<file path="config.mk">
export PLATFORM = sky130hd
export DESIGN_NAME = mov_instruction_decoder_8086_top_flat
export DESIGN_NICKNAME = d
export VERILOG_FILES = /design/src/hdl/movdec_pkg.sv /design/src/hdl/movdec_byte_if.sv /design/src/hdl/movdec_rec_if.sv /design/src/hdl/movdec_collect.sv /design/src/hdl/movdec_fields.sv /design/src/hdl/mov_instruction_decoder_8086_top.sv /design/src/flat_wrapper.sv
export SDC_FILE = /design/constraint.sdc
export NUM_CORES = 1
export LEC_CHECK = 0
export BUFFER_PORTS_ARGS = -buffer_cell sky130_fd_sc_hd__clkbuf_2
export CAP_MARGIN = 30
export CORE_ASPECT_RATIO = 0.75
export CORE_MARGIN = 2
export CORE_UTILIZATION = 35
export DETAILED_ROUTE_END_ITERATION = 7
export PLACE_DENSITY = 0.59
export SETUP_SLACK_MARGIN = 0.15
export SYNTH_ARGS = -nofsm -noshare
export SYNTH_HDL_FRONTEND = slang
export SYNTH_SLANG_ARGS = --single-unit
</file>
<file path="constraint.sdc">
create_clock -name clk -period 16.2 [get_ports clk]
set_input_delay 0.81 -clock clk [delete_from_list [all_inputs] [get_ports clk]]
set_output_delay 0.81 -clock clk [all_outputs]
set_load 0.02 [all_outputs]
</file>
<file path="src/hdl/movdec_pkg.sv">
// shared types and constants for the mov subset decoder
package movdec_pkg;

  localparam logic [7:0] OP_RM_REG    = 8'h88;
  localparam logic [7:0] OP_ACC       = 8'hA0;
  localparam logic [7:0] OP_IMM_REG   = 8'hB0;
  localparam logic [7:0] OP_IMM_RM    = 8'hC6;
  localparam logic [7:0] MASK_RM_REG  = 8'hFC;
  localparam logic [7:0] MASK_ACC     = 8'hFC;
  localparam logic [7:0] MASK_IMM_REG = 8'hF0;
  localparam logic [7:0] MASK_IMM_RM  = 8'hFE;
  localparam logic [2:0] RM_DIRECT    = 3'b110;
  localparam logic [7:0] IMM_REG_WIDE = 8'b0000_1000;

  localparam int STORE_DEPTH = 5;
  localparam int MAX_BYTES   = 6;

  typedef enum logic [2:0] {
    FORM_RM_REG     = 3'd0,
    FORM_IMM_REG    = 3'd1,
    FORM_IMM_RM     = 3'd2,
    FORM_MEM_TO_ACC = 3'd3,
    FORM_ACC_TO_MEM = 3'd4
  } form_t;

  typedef logic [MAX_BYTES-1:0][7:0] insn_bytes_t;

  typedef struct packed {
    logic        fire;
    insn_bytes_t bytes;
    logic [2:0]  count;
  } insn_beat_t;

  typedef struct packed {
    logic               status;
    form_t              form;
    logic [7:0]         opcode;
    logic               wide;
    logic               to_register;
    logic [2:0]         reg_index;
    logic [1:0]         mod_field;
    logic [2:0]         rm_field;
    logic               direct_address;
    logic signed [15:0] displacement;
    logic [15:0]        immediate;
    logic [2:0]         length;
  } record_t;

endpackage

</file>
<file path="src/hdl/movdec_byte_if.sv">
// code byte channel interface
interface movdec_byte_if;
  logic       valid;
  logic       ready;
  logic [7:0] code_byte;

  modport source (output valid, output code_byte, input ready);
  modport sink (input valid, input code_byte, output ready);
endinterface

</file>
<file path="src/hdl/movdec_rec_if.sv">
// decoded record channel interface
interface movdec_rec_if;
  logic               valid;
  logic               ready;
  logic               status;
  logic [2:0]         form;
  logic [7:0]         opcode;
  logic               wide;
  logic               to_register;
  logic [2:0]         reg_index;
  logic [1:0]         mod_field;
  logic [2:0]         rm_field;
  logic               direct_address;
  logic signed [15:0] displacement;
  logic [15:0]        immediate;
  logic [2:0]         length;

  modport source (
    output valid, output status, output form, output opcode, output wide,
    output to_register, output reg_index, output mod_field, output rm_field,
    output direct_address, output displacement, output immediate, output length,
    input ready
  );
  modport sink (
    input valid, input status, input form, input opcode, input wide,
    input to_register, input reg_index, input mod_field, input rm_field,
    input direct_address, input displacement, input immediate, input length,
    output ready
  );
endinterface

</file>
<file path="src/hdl/movdec_collect.sv">
// byte collector: holds instruction bytes and works out the length
module movdec_collect import movdec_pkg::*; (
  input  logic       clk,
  input  logic       rst,
  input  logic       accept,
  input  logic [7:0] code_byte,
  output insn_beat_t beat
);

  logic [STORE_DEPTH-1:0][7:0] store;
  logic [2:0] held;
  logic [2:0] need;
  logic [2:0] need_next;
  logic [2:0] cnt;
  logic [2:0] disp_n;
  logic [7:0] op;

  always_comb begin
    op  = (held == 3'd0) ? code_byte : store[0];
    cnt = held + 3'd1;

    case (code_byte[7:6])
      2'd0:    disp_n = (code_byte[2:0] == RM_DIRECT) ? 3'd2 : 3'd0;
      2'd1:    disp_n = 3'd1;
      2'd2:    disp_n = 3'd2;
      default: disp_n = 3'd0;
    endcase

    need_next = need;
    if (held == 3'd0) begin
      if ((op & MASK_ACC) == OP_ACC) begin
        need_next = 3'd3;
      end else if ((op & MASK_IMM_REG) == OP_IMM_REG) begin
        need_next = ((op & IMM_REG_WIDE) != 8'd0) ? 3'd3 : 3'd2;
      end else if ((op & MASK_RM_REG) == OP_RM_REG || (op & MASK_IMM_RM) == OP_IMM_RM) begin
        need_next = 3'd0;
      end else begin
        need_next = 3'd1;
      end
    end else if (need == 3'd0) begin
      if ((op & MASK_IMM_RM) == OP_IMM_RM) begin
        need_next = 3'd2 + disp_n + (op[0] ? 3'd2 : 3'd1);
      end else begin
        need_next = 3'd2 + disp_n;
      end
    end

    beat.fire  = accept && (need_next != 3'd0) && (cnt >= need_next);
    beat.count = cnt;
    for (int i = 0; i < MAX_BYTES; i++) begin
      if (i < STORE_DEPTH && 3'(i) < held) begin
        beat.bytes[i] = store[i];
      end else if (3'(i) == held) begin
        beat.bytes[i] = code_byte;
      end else begin
        beat.bytes[i] = 8'd0;
      end
    end
  end

  always_ff @(posedge clk) begin
    if (rst) begin
      held <= 3'd0;
      need <= 3'd0;
    end else if (accept) begin
      if (beat.fire) begin
        held <= 3'd0;
        need <= 3'd0;
      end else begin
        held <= cnt;
        need <= need_next;
      end
    end
  end

  always_ff @(posedge clk) begin
    if (accept && !beat.fire) begin
      store[held] <= code_byte;
    end
  end

endmodule

</file>
<file path="src/hdl/movdec_fields.sv">
// field decode of a complete instruction into a record
module movdec_fields import movdec_pkg::*; (
  input  insn_beat_t beat,
  output record_t    rec
);

  logic [7:0] op;
  logic [7:0] m;
  logic [2:0] p;
  logic [2:0] p_hi;
  logic       is_direct;

  always_comb begin
    op        = beat.bytes[0];
    m         = beat.bytes[1];
    p         = 3'd2;
    is_direct = (m[7:6] == 2'd0) && (m[2:0] == RM_DIRECT);

    rec                = '0;
    rec.opcode         = op;
    rec.length         = beat.count;

    if ((op & MASK_RM_REG) == OP_RM_REG || (op & MASK_IMM_RM) == OP_IMM_RM) begin
      rec.wide      = op[0];
      rec.mod_field = m[7:6];
      rec.reg_index = m[5:3];
      rec.rm_field  = m[2:0];
      if (is_direct) begin
        rec.direct_address = 1'b1;
        p = 3'd4;
      end else if (m[7:6] == 2'd1) begin
        rec.displacement = {{8{beat.bytes[2][7]}}, beat.bytes[2]};
        p = 3'd3;
      end else if (m[7:6] == 2'd2) begin
        rec.displacement = {beat.bytes[3], beat.bytes[2]};
        p = 3'd4;
      end
      if ((op & MASK_RM_REG) == OP_RM_REG) begin
        rec.form        = FORM_RM_REG;
        rec.to_register = op[1];
        if (is_direct) begin
          rec.immediate = {beat.bytes[3], beat.bytes[2]};
        end
      end else begin
        rec.form = FORM_IMM_RM;
        if (is_direct) begin
          rec.displacement = {beat.bytes[3], beat.bytes[2]};
        end
        rec.immediate[7:0] = beat.bytes[p];
        if (op[0]) begin
          rec.immediate[15:8] = beat.bytes[p_hi];
        end
      end
    end else if ((op & MASK_IMM_REG) == OP_IMM_REG) begin
      rec.form           = FORM_IMM_REG;
      rec.wide           = ((op & IMM_REG_WIDE) != 8'd0);
      rec.to_register    = 1'b1;
      rec.reg_index      = op[2:0];
      rec.immediate[7:0] = beat.bytes[1];
      if (rec.wide) begin
        rec.immediate[15:8] = beat.bytes[2];
      end
    end else if ((op & MASK_ACC) == OP_ACC) begin
      rec.form           = op[1] ? FORM_ACC_TO_MEM : FORM_MEM_TO_ACC;
      rec.wide           = op[0];
      rec.to_register    = !op[1];
      rec.direct_address = 1'b1;
      rec.immediate      = {beat.bytes[2], beat.bytes[1]};
    end else begin
      rec.status = 1'b1;
      rec.length = 3'd1;
    end
  end

  assign p_hi = p + 3'd1;

endmodule

</file>
<file path="src/hdl/mov_instruction_decoder_8086_top.sv">
// top level of the 8086 mov subset decoder
// takes one code byte per cycle; the record of an instruction appears in the cycle after
// the beat that carries its last byte, from the result register
// throughput is one byte per cycle while the receiver takes records; a record that
// waits untaken in the single result register holds off the byte channel
// synchronous reset clears the byte count, the length and the result valid
module mov_instruction_decoder_8086_top import movdec_pkg::*; (
  input logic          clk,
  input logic          rst,
  movdec_byte_if.sink  code,
  movdec_rec_if.source record
);

  insn_beat_t beat;
  record_t    rec_next;
  record_t    rec;
  logic       rec_valid;
  logic       accept;

  assign code.ready = !rec_valid || record.ready;
  assign accept     = code.valid && code.ready;

  movdec_collect u_collect (
    .clk       (clk),
    .rst       (rst),
    .accept    (accept),
    .code_byte (code.code_byte),
    .beat      (beat)
  );

  movdec_fields u_fields (
    .beat (beat),
    .rec  (rec_next)
  );

  always_ff @(posedge clk) begin
    if (rst) begin
      rec_valid <= 1'b0;
    end else if (accept && beat.fire) begin
      rec_valid <= 1'b1;
    end else if (record.ready) begin
      rec_valid <= 1'b0;
    end
  end

  always_ff @(posedge clk) begin
    if (accept && beat.fire) begin
      rec <= rec_next;
    end
  end

  assign record.valid          = rec_valid;
  assign record.status         = rec.status;
  assign record.form           = rec.form;
  assign record.opcode         = rec.opcode;
  assign record.wide           = rec.wide;
  assign record.to_register    = rec.to_register;
  assign record.reg_index      = rec.reg_index;
  assign record.mod_field      = rec.mod_field;
  assign record.rm_field       = rec.rm_field;
  assign record.direct_address = rec.direct_address;
  assign record.displacement   = rec.displacement;
  assign record.immediate      = rec.immediate;
  assign record.length         = rec.length;

  // unknown opcodes consume one byte
  a_unknown_len: assert property (@(posedge clk) disable iff (rst)
    rec_valid && rec.status |-> rec.length == 3'd1)
    else $error("unknown record with length other than one");

  a_fire_valid: assert property (@(posedge clk) disable iff (rst)
    accept && beat.fire |=> rec_valid)
    else $error("completed instruction did not raise record valid");

  a_ready_idle: assert property (@(posedge clk) disable iff (rst)
    !rec_valid |-> code.ready)
    else $error("byte channel stalled with empty result register");

  a_len_range: assert property (@(posedge clk) disable iff (rst)
    rec_valid |-> rec.length != 3'd0 && rec.length != 3'd7)
    else $error("record length out of range");

endmodule

</file>
<file path="src/flat_wrapper.sv">
// flat-port wrapper written by rule: the top's interface ports become plain ports
module mov_instruction_decoder_8086_top_flat import movdec_pkg::*;
  (clk, rst, code_valid, code_code_byte, code_ready, record_valid, record_status, record_form, record_opcode, record_wide, record_to_register, record_reg_index, record_mod_field, record_rm_field, record_direct_address, record_displacement, record_immediate, record_length, record_ready);
  movdec_byte_if code_i ();
  movdec_rec_if record_i ();
  input logic clk;
  input logic rst;
  input wire logic [$bits(code_i.valid)-1:0] code_valid;
  input wire logic [$bits(code_i.code_byte)-1:0] code_code_byte;
  output wire logic [$bits(code_i.ready)-1:0] code_ready;
  output wire logic [$bits(record_i.valid)-1:0] record_valid;
  output wire logic [$bits(record_i.status)-1:0] record_status;
  output wire logic [$bits(record_i.form)-1:0] record_form;
  output wire logic [$bits(record_i.opcode)-1:0] record_opcode;
  output wire logic [$bits(record_i.wide)-1:0] record_wide;
  output wire logic [$bits(record_i.to_register)-1:0] record_to_register;
  output wire logic [$bits(record_i.reg_index)-1:0] record_reg_index;
  output wire logic [$bits(record_i.mod_field)-1:0] record_mod_field;
  output wire logic [$bits(record_i.rm_field)-1:0] record_rm_field;
  output wire logic [$bits(record_i.direct_address)-1:0] record_direct_address;
  output wire logic [$bits(record_i.displacement)-1:0] record_displacement;
  output wire logic [$bits(record_i.immediate)-1:0] record_immediate;
  output wire logic [$bits(record_i.length)-1:0] record_length;
  input wire logic [$bits(record_i.ready)-1:0] record_ready;
  assign code_i.valid = code_valid;
  assign code_i.code_byte = code_code_byte;
  assign code_ready = code_i.ready;
  assign record_valid = record_i.valid;
  assign record_status = record_i.status;
  assign record_form = record_i.form;
  assign record_opcode = record_i.opcode;
  assign record_wide = record_i.wide;
  assign record_to_register = record_i.to_register;
  assign record_reg_index = record_i.reg_index;
  assign record_mod_field = record_i.mod_field;
  assign record_rm_field = record_i.rm_field;
  assign record_direct_address = record_i.direct_address;
  assign record_displacement = record_i.displacement;
  assign record_immediate = record_i.immediate;
  assign record_length = record_i.length;
  assign record_i.ready = record_ready;
  mov_instruction_decoder_8086_top u_core (.clk(clk), .rst(rst), .code(code_i), .record(record_i));
endmodule
</file>
Word level (Yosys, flattened, before mapping)
Cells that the tools add are included.

word-level totals
  bits in latches = 0
  register bits after elaboration = 105
  bits in read-only memories = 0
  output and inout bits = 60
  memories kept = 0
  input port bits = 12
  word-level logic and storage cells = 141
  RAM bits = 0

cells by class
  reductions and logical operators = 20
  equal/unequal tests = 19
  bitwise gates (word level) = 0
  muxes and demuxes = 68
  shift-type cells = 0
  $lt $le $gt $ge = 10
  $mul = 0
  $add $sub $neg = 4
  divide/modulo/power cells = 0

operator list
  operator                                                    count
  2-to-1 mux 16 bit                                           10
  2-to-1 mux 8 bit                                            17
  2-to-1 mux 3 bit                                            20
  binary-select mux 8 bit (select 3 bit)                      2
  bitwise mux 40 bit                                          1
  demux 8 bit (select 3 bit)                                  1
  == test 6 bit, second input constant                        4
  == test 7 bit, second input constant                        2
  less-than comparator 3 x 4 -> 1 bit, second input constant  3
  2-to-1 mux 1 bit                                            10
  2-to-1 mux 2 bit                                            5
  == test 4 bit, second input constant                        2
  logical AND 1 bit                                           7
  adder 3 x 1 -> 3 bit, second input constant                 2
  == test 2 x 3 -> 1 bit, first input constant                2
  == test 3 bit, first input constant                         2
  == test 3 bit, second input constant                        2
  zero test 3 bit                                             2
  less-than comparator 1 x 3 -> 1 bit, first input constant   2
  less-than comparator 2 x 3 -> 1 bit, first input constant   2
  one-hot mux 2 bit (3 select lines)                          1
  2-to-1 mux 5 bit                                            1
  == test 2 x 1 -> 1 bit, second input constant               2
  == test 2 bit, second input constant                        2
  other kinds (12)                                            17

Logic depth before layout (Yosys ltp)
  word-level depth = 15
  mapped depth = 20
  gate-level depth less buffers = 17

Modules after synthesis
A second synthesis with hierarchy kept.

unflattened totals
  cell total of the unflattened synthesis = 520
  area, all modules = 5800.6 sq um

modules (own cells, without submodules)
  module                            instances  cells each  sequential area each (sq um)  area an instance (sq um)
  movdec_collect                    1          263         1321.3                        2658.8
  mov_instruction_decoder_8086_top  1          64          1761.7                        1809.2
  movdec_fields                     1          193         0.0                           1332.5

Worst setup path before layout
Ideal clock, no wire load.

  kind = register to register
  from = register u_core.u_collect.held[0]
  to = register u_core.rec (netlist bit u_core.record.direct_address), enable pin
  setup slack = 9483 ps
  arrival = 6232 ps
  required time = 15715 ps
  cell stages (with the launch flop) = 18
  buffers on the path = 3
  clock period less this slack = 6717 ps
  setup time = 485 ps
  cells stage by stage = dfxtp_1 buf_2 clkbuf_1 inv_1 ha_1 nand2b_1 buf_2 mux2i_1 ha_1 inv_1 fa_1 o2111a_1 a211oi_1 ha_1 a21o_1 inv_1 a31oi_1 nor2b_1

between the ends
  cells in the longest elaborated chain, start to end = 12
  elaborated cells between the ends (all ways) = 22
  those cells by class = add/sub (2); order compare (1); eq/ne (4); mux (9); reduce/logical (6)

ends and longest elaborated chain
  what                                                                           line                                    source
  start, declared                                                                movdec_collect.sv:11                    logic [2:0] held;
  start signal, assigned                                                         movdec_collect.sv:70                    held <= cnt;
  parallel branches: the longest is 10 deep, another holds adder 3 x 2 -> 3 bit  -
  logical AND 1 bit (*)                                                          movdec_collect.sv:48                    beat.fire = accept && (need_next != 3'd0) && (cnt >= need_next);
  logical AND 1 bit (*)                                                          mov_instruction_decoder_8086_top.sv:47  if (accept && beat.fire) begin
  end signal, assigned                                                           mov_instruction_decoder_8086_top.sv:48  rec <= rec_next;
  end, declared                                                                  mov_instruction_decoder_8086_top.sv:16  record_t rec;

Mark *: on every way between the ends.
A chain may end at the register's enable or synchronous reset.

Worst setup path after layout
  from = register u_core.u_collect.held[0]
  to = register u_core.rec (netlist bit u_core.record.displacement[12]), enable pin

Same word-level chain as after synthesis.

==> results.md <==
- Required time of the critical path: 16170 ps
- Clock skew: 8.033 ps
- TritonRoute pass-1 iters: 5
- Setup Viol. Count Final: 0
- Die span in x: 152.5 um
- Antenna Nets Post-Route: 0
- Post-synth EDFFs: 98
- Num Clock Sinks: 105
- Antenna diodes: 0
- Placed cells: 789
- Hpwl dp: 11810 um
- Critical-path cell list: inv_1 > ha_1 > nand2b_1 > mux2i_1 > ha_1 > inv_1 > fa_1 > o2111a_1 > a211oi_1 > ha_1 > a21o_1 > inv_1 > a31oi_1 > nor2b_4 > buf_4
- Rel. slew slack: 42.16%
- Gr ovfl total: 0
- Critical Path Max Stage Delay: 840 ps
- Slowest cell on crit path: dfxtp_1
- Tcrit/Tclk final: 34.22%
- GRT met3 Usage: 3.656%
- Initial antenna violation count: 0
- Clock transition at path regs: 70 ps
- Bufs and invs on worst path: 4
- Commonest cells after routing, fill and taps aside: edfxtp_1 (98), clkbuf_2 (71), nand2_1 (56), nor2_1 (44), o21ai_0 (28)
- Worst-path maximum fanout: 55
- Max Buffers Root-to-Sink: 2
- Die Ht: 115.4 um
- Part of the Yosys area used for sequential elements: 53.28%
- Std cell rows: 40
- Number of max-cap violations: 0
- Nets: 612
- Gate Count Post-Synth: 531
- Largest net degree at the start of global routing: 56
- Max-slew violation count: 0
- Synth Warn #: 0
- Max Freq: 180.4 MHz
- Leakage power: 2.452 nW
- CP arrival: 5520 ps
- Family with the most delay on the worst path: adder cells
- Vias after detailed routing: 4619
- Least-Margin Pin Slew: 863.5 ps
- # DRC: 0
- Worst-Skew Late Latency: 340 ps
- Crit end category: register
- Net count after synthesis: 553
- CTS tree: done
- Final WL: 16640 um
- Most common cell after layout, fill and taps aside: edfxtp_1
- Final Hold Viols: 0
- Layout area overhead: 14.92%
- FF+latch count, synth: 105
- Ratio of cells with drive above 1 in the final layout: 20.84%
- Initial core utilization: 35.91%
- Hold Buf Count CTS: 0
- First-pass GRT wire length: 25950 um
- Top FF cell, synth: edfxtp_1
- H-Tree Depth: 3
- GPL Wtd Cong: 0.8916
- Pwr per Cell Area: 180.1 nW/um2
- Drt via density: 5.738
- TritonCTS Buffers: 9
- Mean post-synth cell area: 10.90 um2
- Setup_tns: 0 ps
- Synth Cell Area: 5787 um2
- PostCTS Resize Cnt: 0
- Met2 usage: 26.49%
- Layer with the highest usage: met1
- Post-CTS setup buffer count: 0
- Post-layout min period: 5544 ps
- Post-synth cell types: 73
- Kind of critical path: reg -> reg
- Port buffer count: 71
- Worst IR Drop VDD: 0.00008293 V
- Startpoint types: register
- Routed wire per std cell: 20.67 um
- Vias in the first global route: 4332
- Asr flop ratio synth: 0%
- Root Driver: clkbuf_16
- Final Non-Filler Cells: 805
- Outcome: completed
- Initial drt markers: 558
- RSZ-0062 raised after global routing: false
- I/O Pins: 72
- Hold crit path type: reg -> reg
- Core ar.: 16120 um2
- GRT Total Usage: 19.20%
- Met1 Track Usage GR: 30.41%
- Die area: 17590 um2
==> through the flow <==
step           setup WS [ps]  total power [mW]  area, um2  hold WS [ps]  utilization, %
2_1_floorplan           9483            0.8096       5787         516.8               -
3_3_place_gp           10920            0.9588       6324         510.6           39.24
3_5_place_dp           10660            0.9683       6324         536.6           39.24
4_1_cts                10640             1.205       6650         557.6           41.27
5_1_grt                10180             1.266       6650         595.8           41.27
6_report               10660             1.197       6650         549.8           41.27
==> power by group <==
group	switching, mW	internal, mW
clock network	0.0977	0.138
registers	0.0411	0.429
logic	0.349	0.143
total	0.487	0.710
==> Yosys cell counts, types with 4 or more instances <==
master / instances / share of area, %
nor3_1: 7 / 0.61
and3_1: 16 / 1.7
nor2b_1: 10 / 1.1
o21a_1: 4 / 0.52
clkbuf_1: 19 / 1.2
a21oi_1: 19 / 1.6
and2_1: 7 / 0.76
ha_1: 9 / 1.9
a22oi_1: 15 / 1.9
o31a_1: 5 / 0.76
nand3_1: 9 / 0.78
nor4_1: 5 / 0.54
edfxtp_1: 98 / 51
buf_6: 4 / 0.78
dfxtp_1: 7 / 2.4
o31ai_1: 4 / 0.52
nand2b_1: 7 / 0.76
mux2i_1: 13 / 2.2
nand2_1: 56 / 3.6
o21ai_1: 5 / 0.43
inv_1: 18 / 1.2
a211oi_1: 4 / 0.52
buf_2: 8 / 0.69
nand3b_1: 4 / 0.52
a31oi_1: 15 / 1.6
o221ai_1: 5 / 0.76
o22ai_1: 13 / 1.4
o21ai_0: 28 / 2.4
o22a_1: 6 / 0.91
mux2_1: 4 / 0.78
nor2_1: 44 / 2.9
mux2_2: 9 / 1.8
==> worst min-delay path, delay by kind of cell (launching register included) <==
family	cells	cell delay, ps
AOI/OAI and AO/OA	1	80
and+or+nand+nor	1	110
DFF	1	320
==> per-layer routing <==
metal | part of all wire, % | vias up
met2 | 40 | 216
met3 | 8.3 | 15
li1 | - | 2142
met5 | 0 | -
met4 | 1.5 | 0
met1 | 50 | 2246
==> path summary, 6_finish.rpt <==
kind / startpoint / end / slack (ps) / cells past startpoint
worst max-delay path: u_core.u_collect.held[0] / u_core.record.displacement[12] / 10660 / 15
worst min-delay path: u_core.record.valid / u_core.record.valid / 550 / 2
worst max register to register: u_core.u_collect.held[0] / u_core.record.displacement[12] / 10660 / 15
worst min register to register: u_core.record.valid / u_core.record.valid / 550 / 2
==> flip-flops by register name (all words and copies together), names as in the netlist, 2 cells and up <==
| register | count |
|---|---|
| u_core.record.displacement | 16 |
| u_core.record.form | 3 |
| u_core.record.immediate | 16 |
| u_core.record.length | 3 |
| u_core.record.mod_field | 2 |
| u_core.record.opcode | 8 |
| u_core.record.reg_index | 3 |
| u_core.record.rm_field | 3 |
| u_core.u_collect.held | 3 |
| u_core.u_collect.need | 3 |
| u_core.u_collect.store | 40 |
==> logic make-up after synthesis <==
logic type	Yosys count	synth area share (%)
buffers and inverters	53	4.195
muxes	26	4.778
xor gates and xnor gates	4	1.060
DFF	105	53.28
and+or+nand+nor	186	16.63
AOI/OAI and AO/OA	147	17.77
adders and majority gates	10	2.292
==> area by class of cell <==
cell class                 instances  area [um2]
clock buffer                      10       229.0
clock inverter                     6       97.59
fill                            1560        9465
inverter                          19       71.32
multi-input combinational        373        2469
sequential                       105        3083
tap                              210       262.8
timing repair buffer              82       437.9
Note: power is estimated with default switching activity, not from simulation.
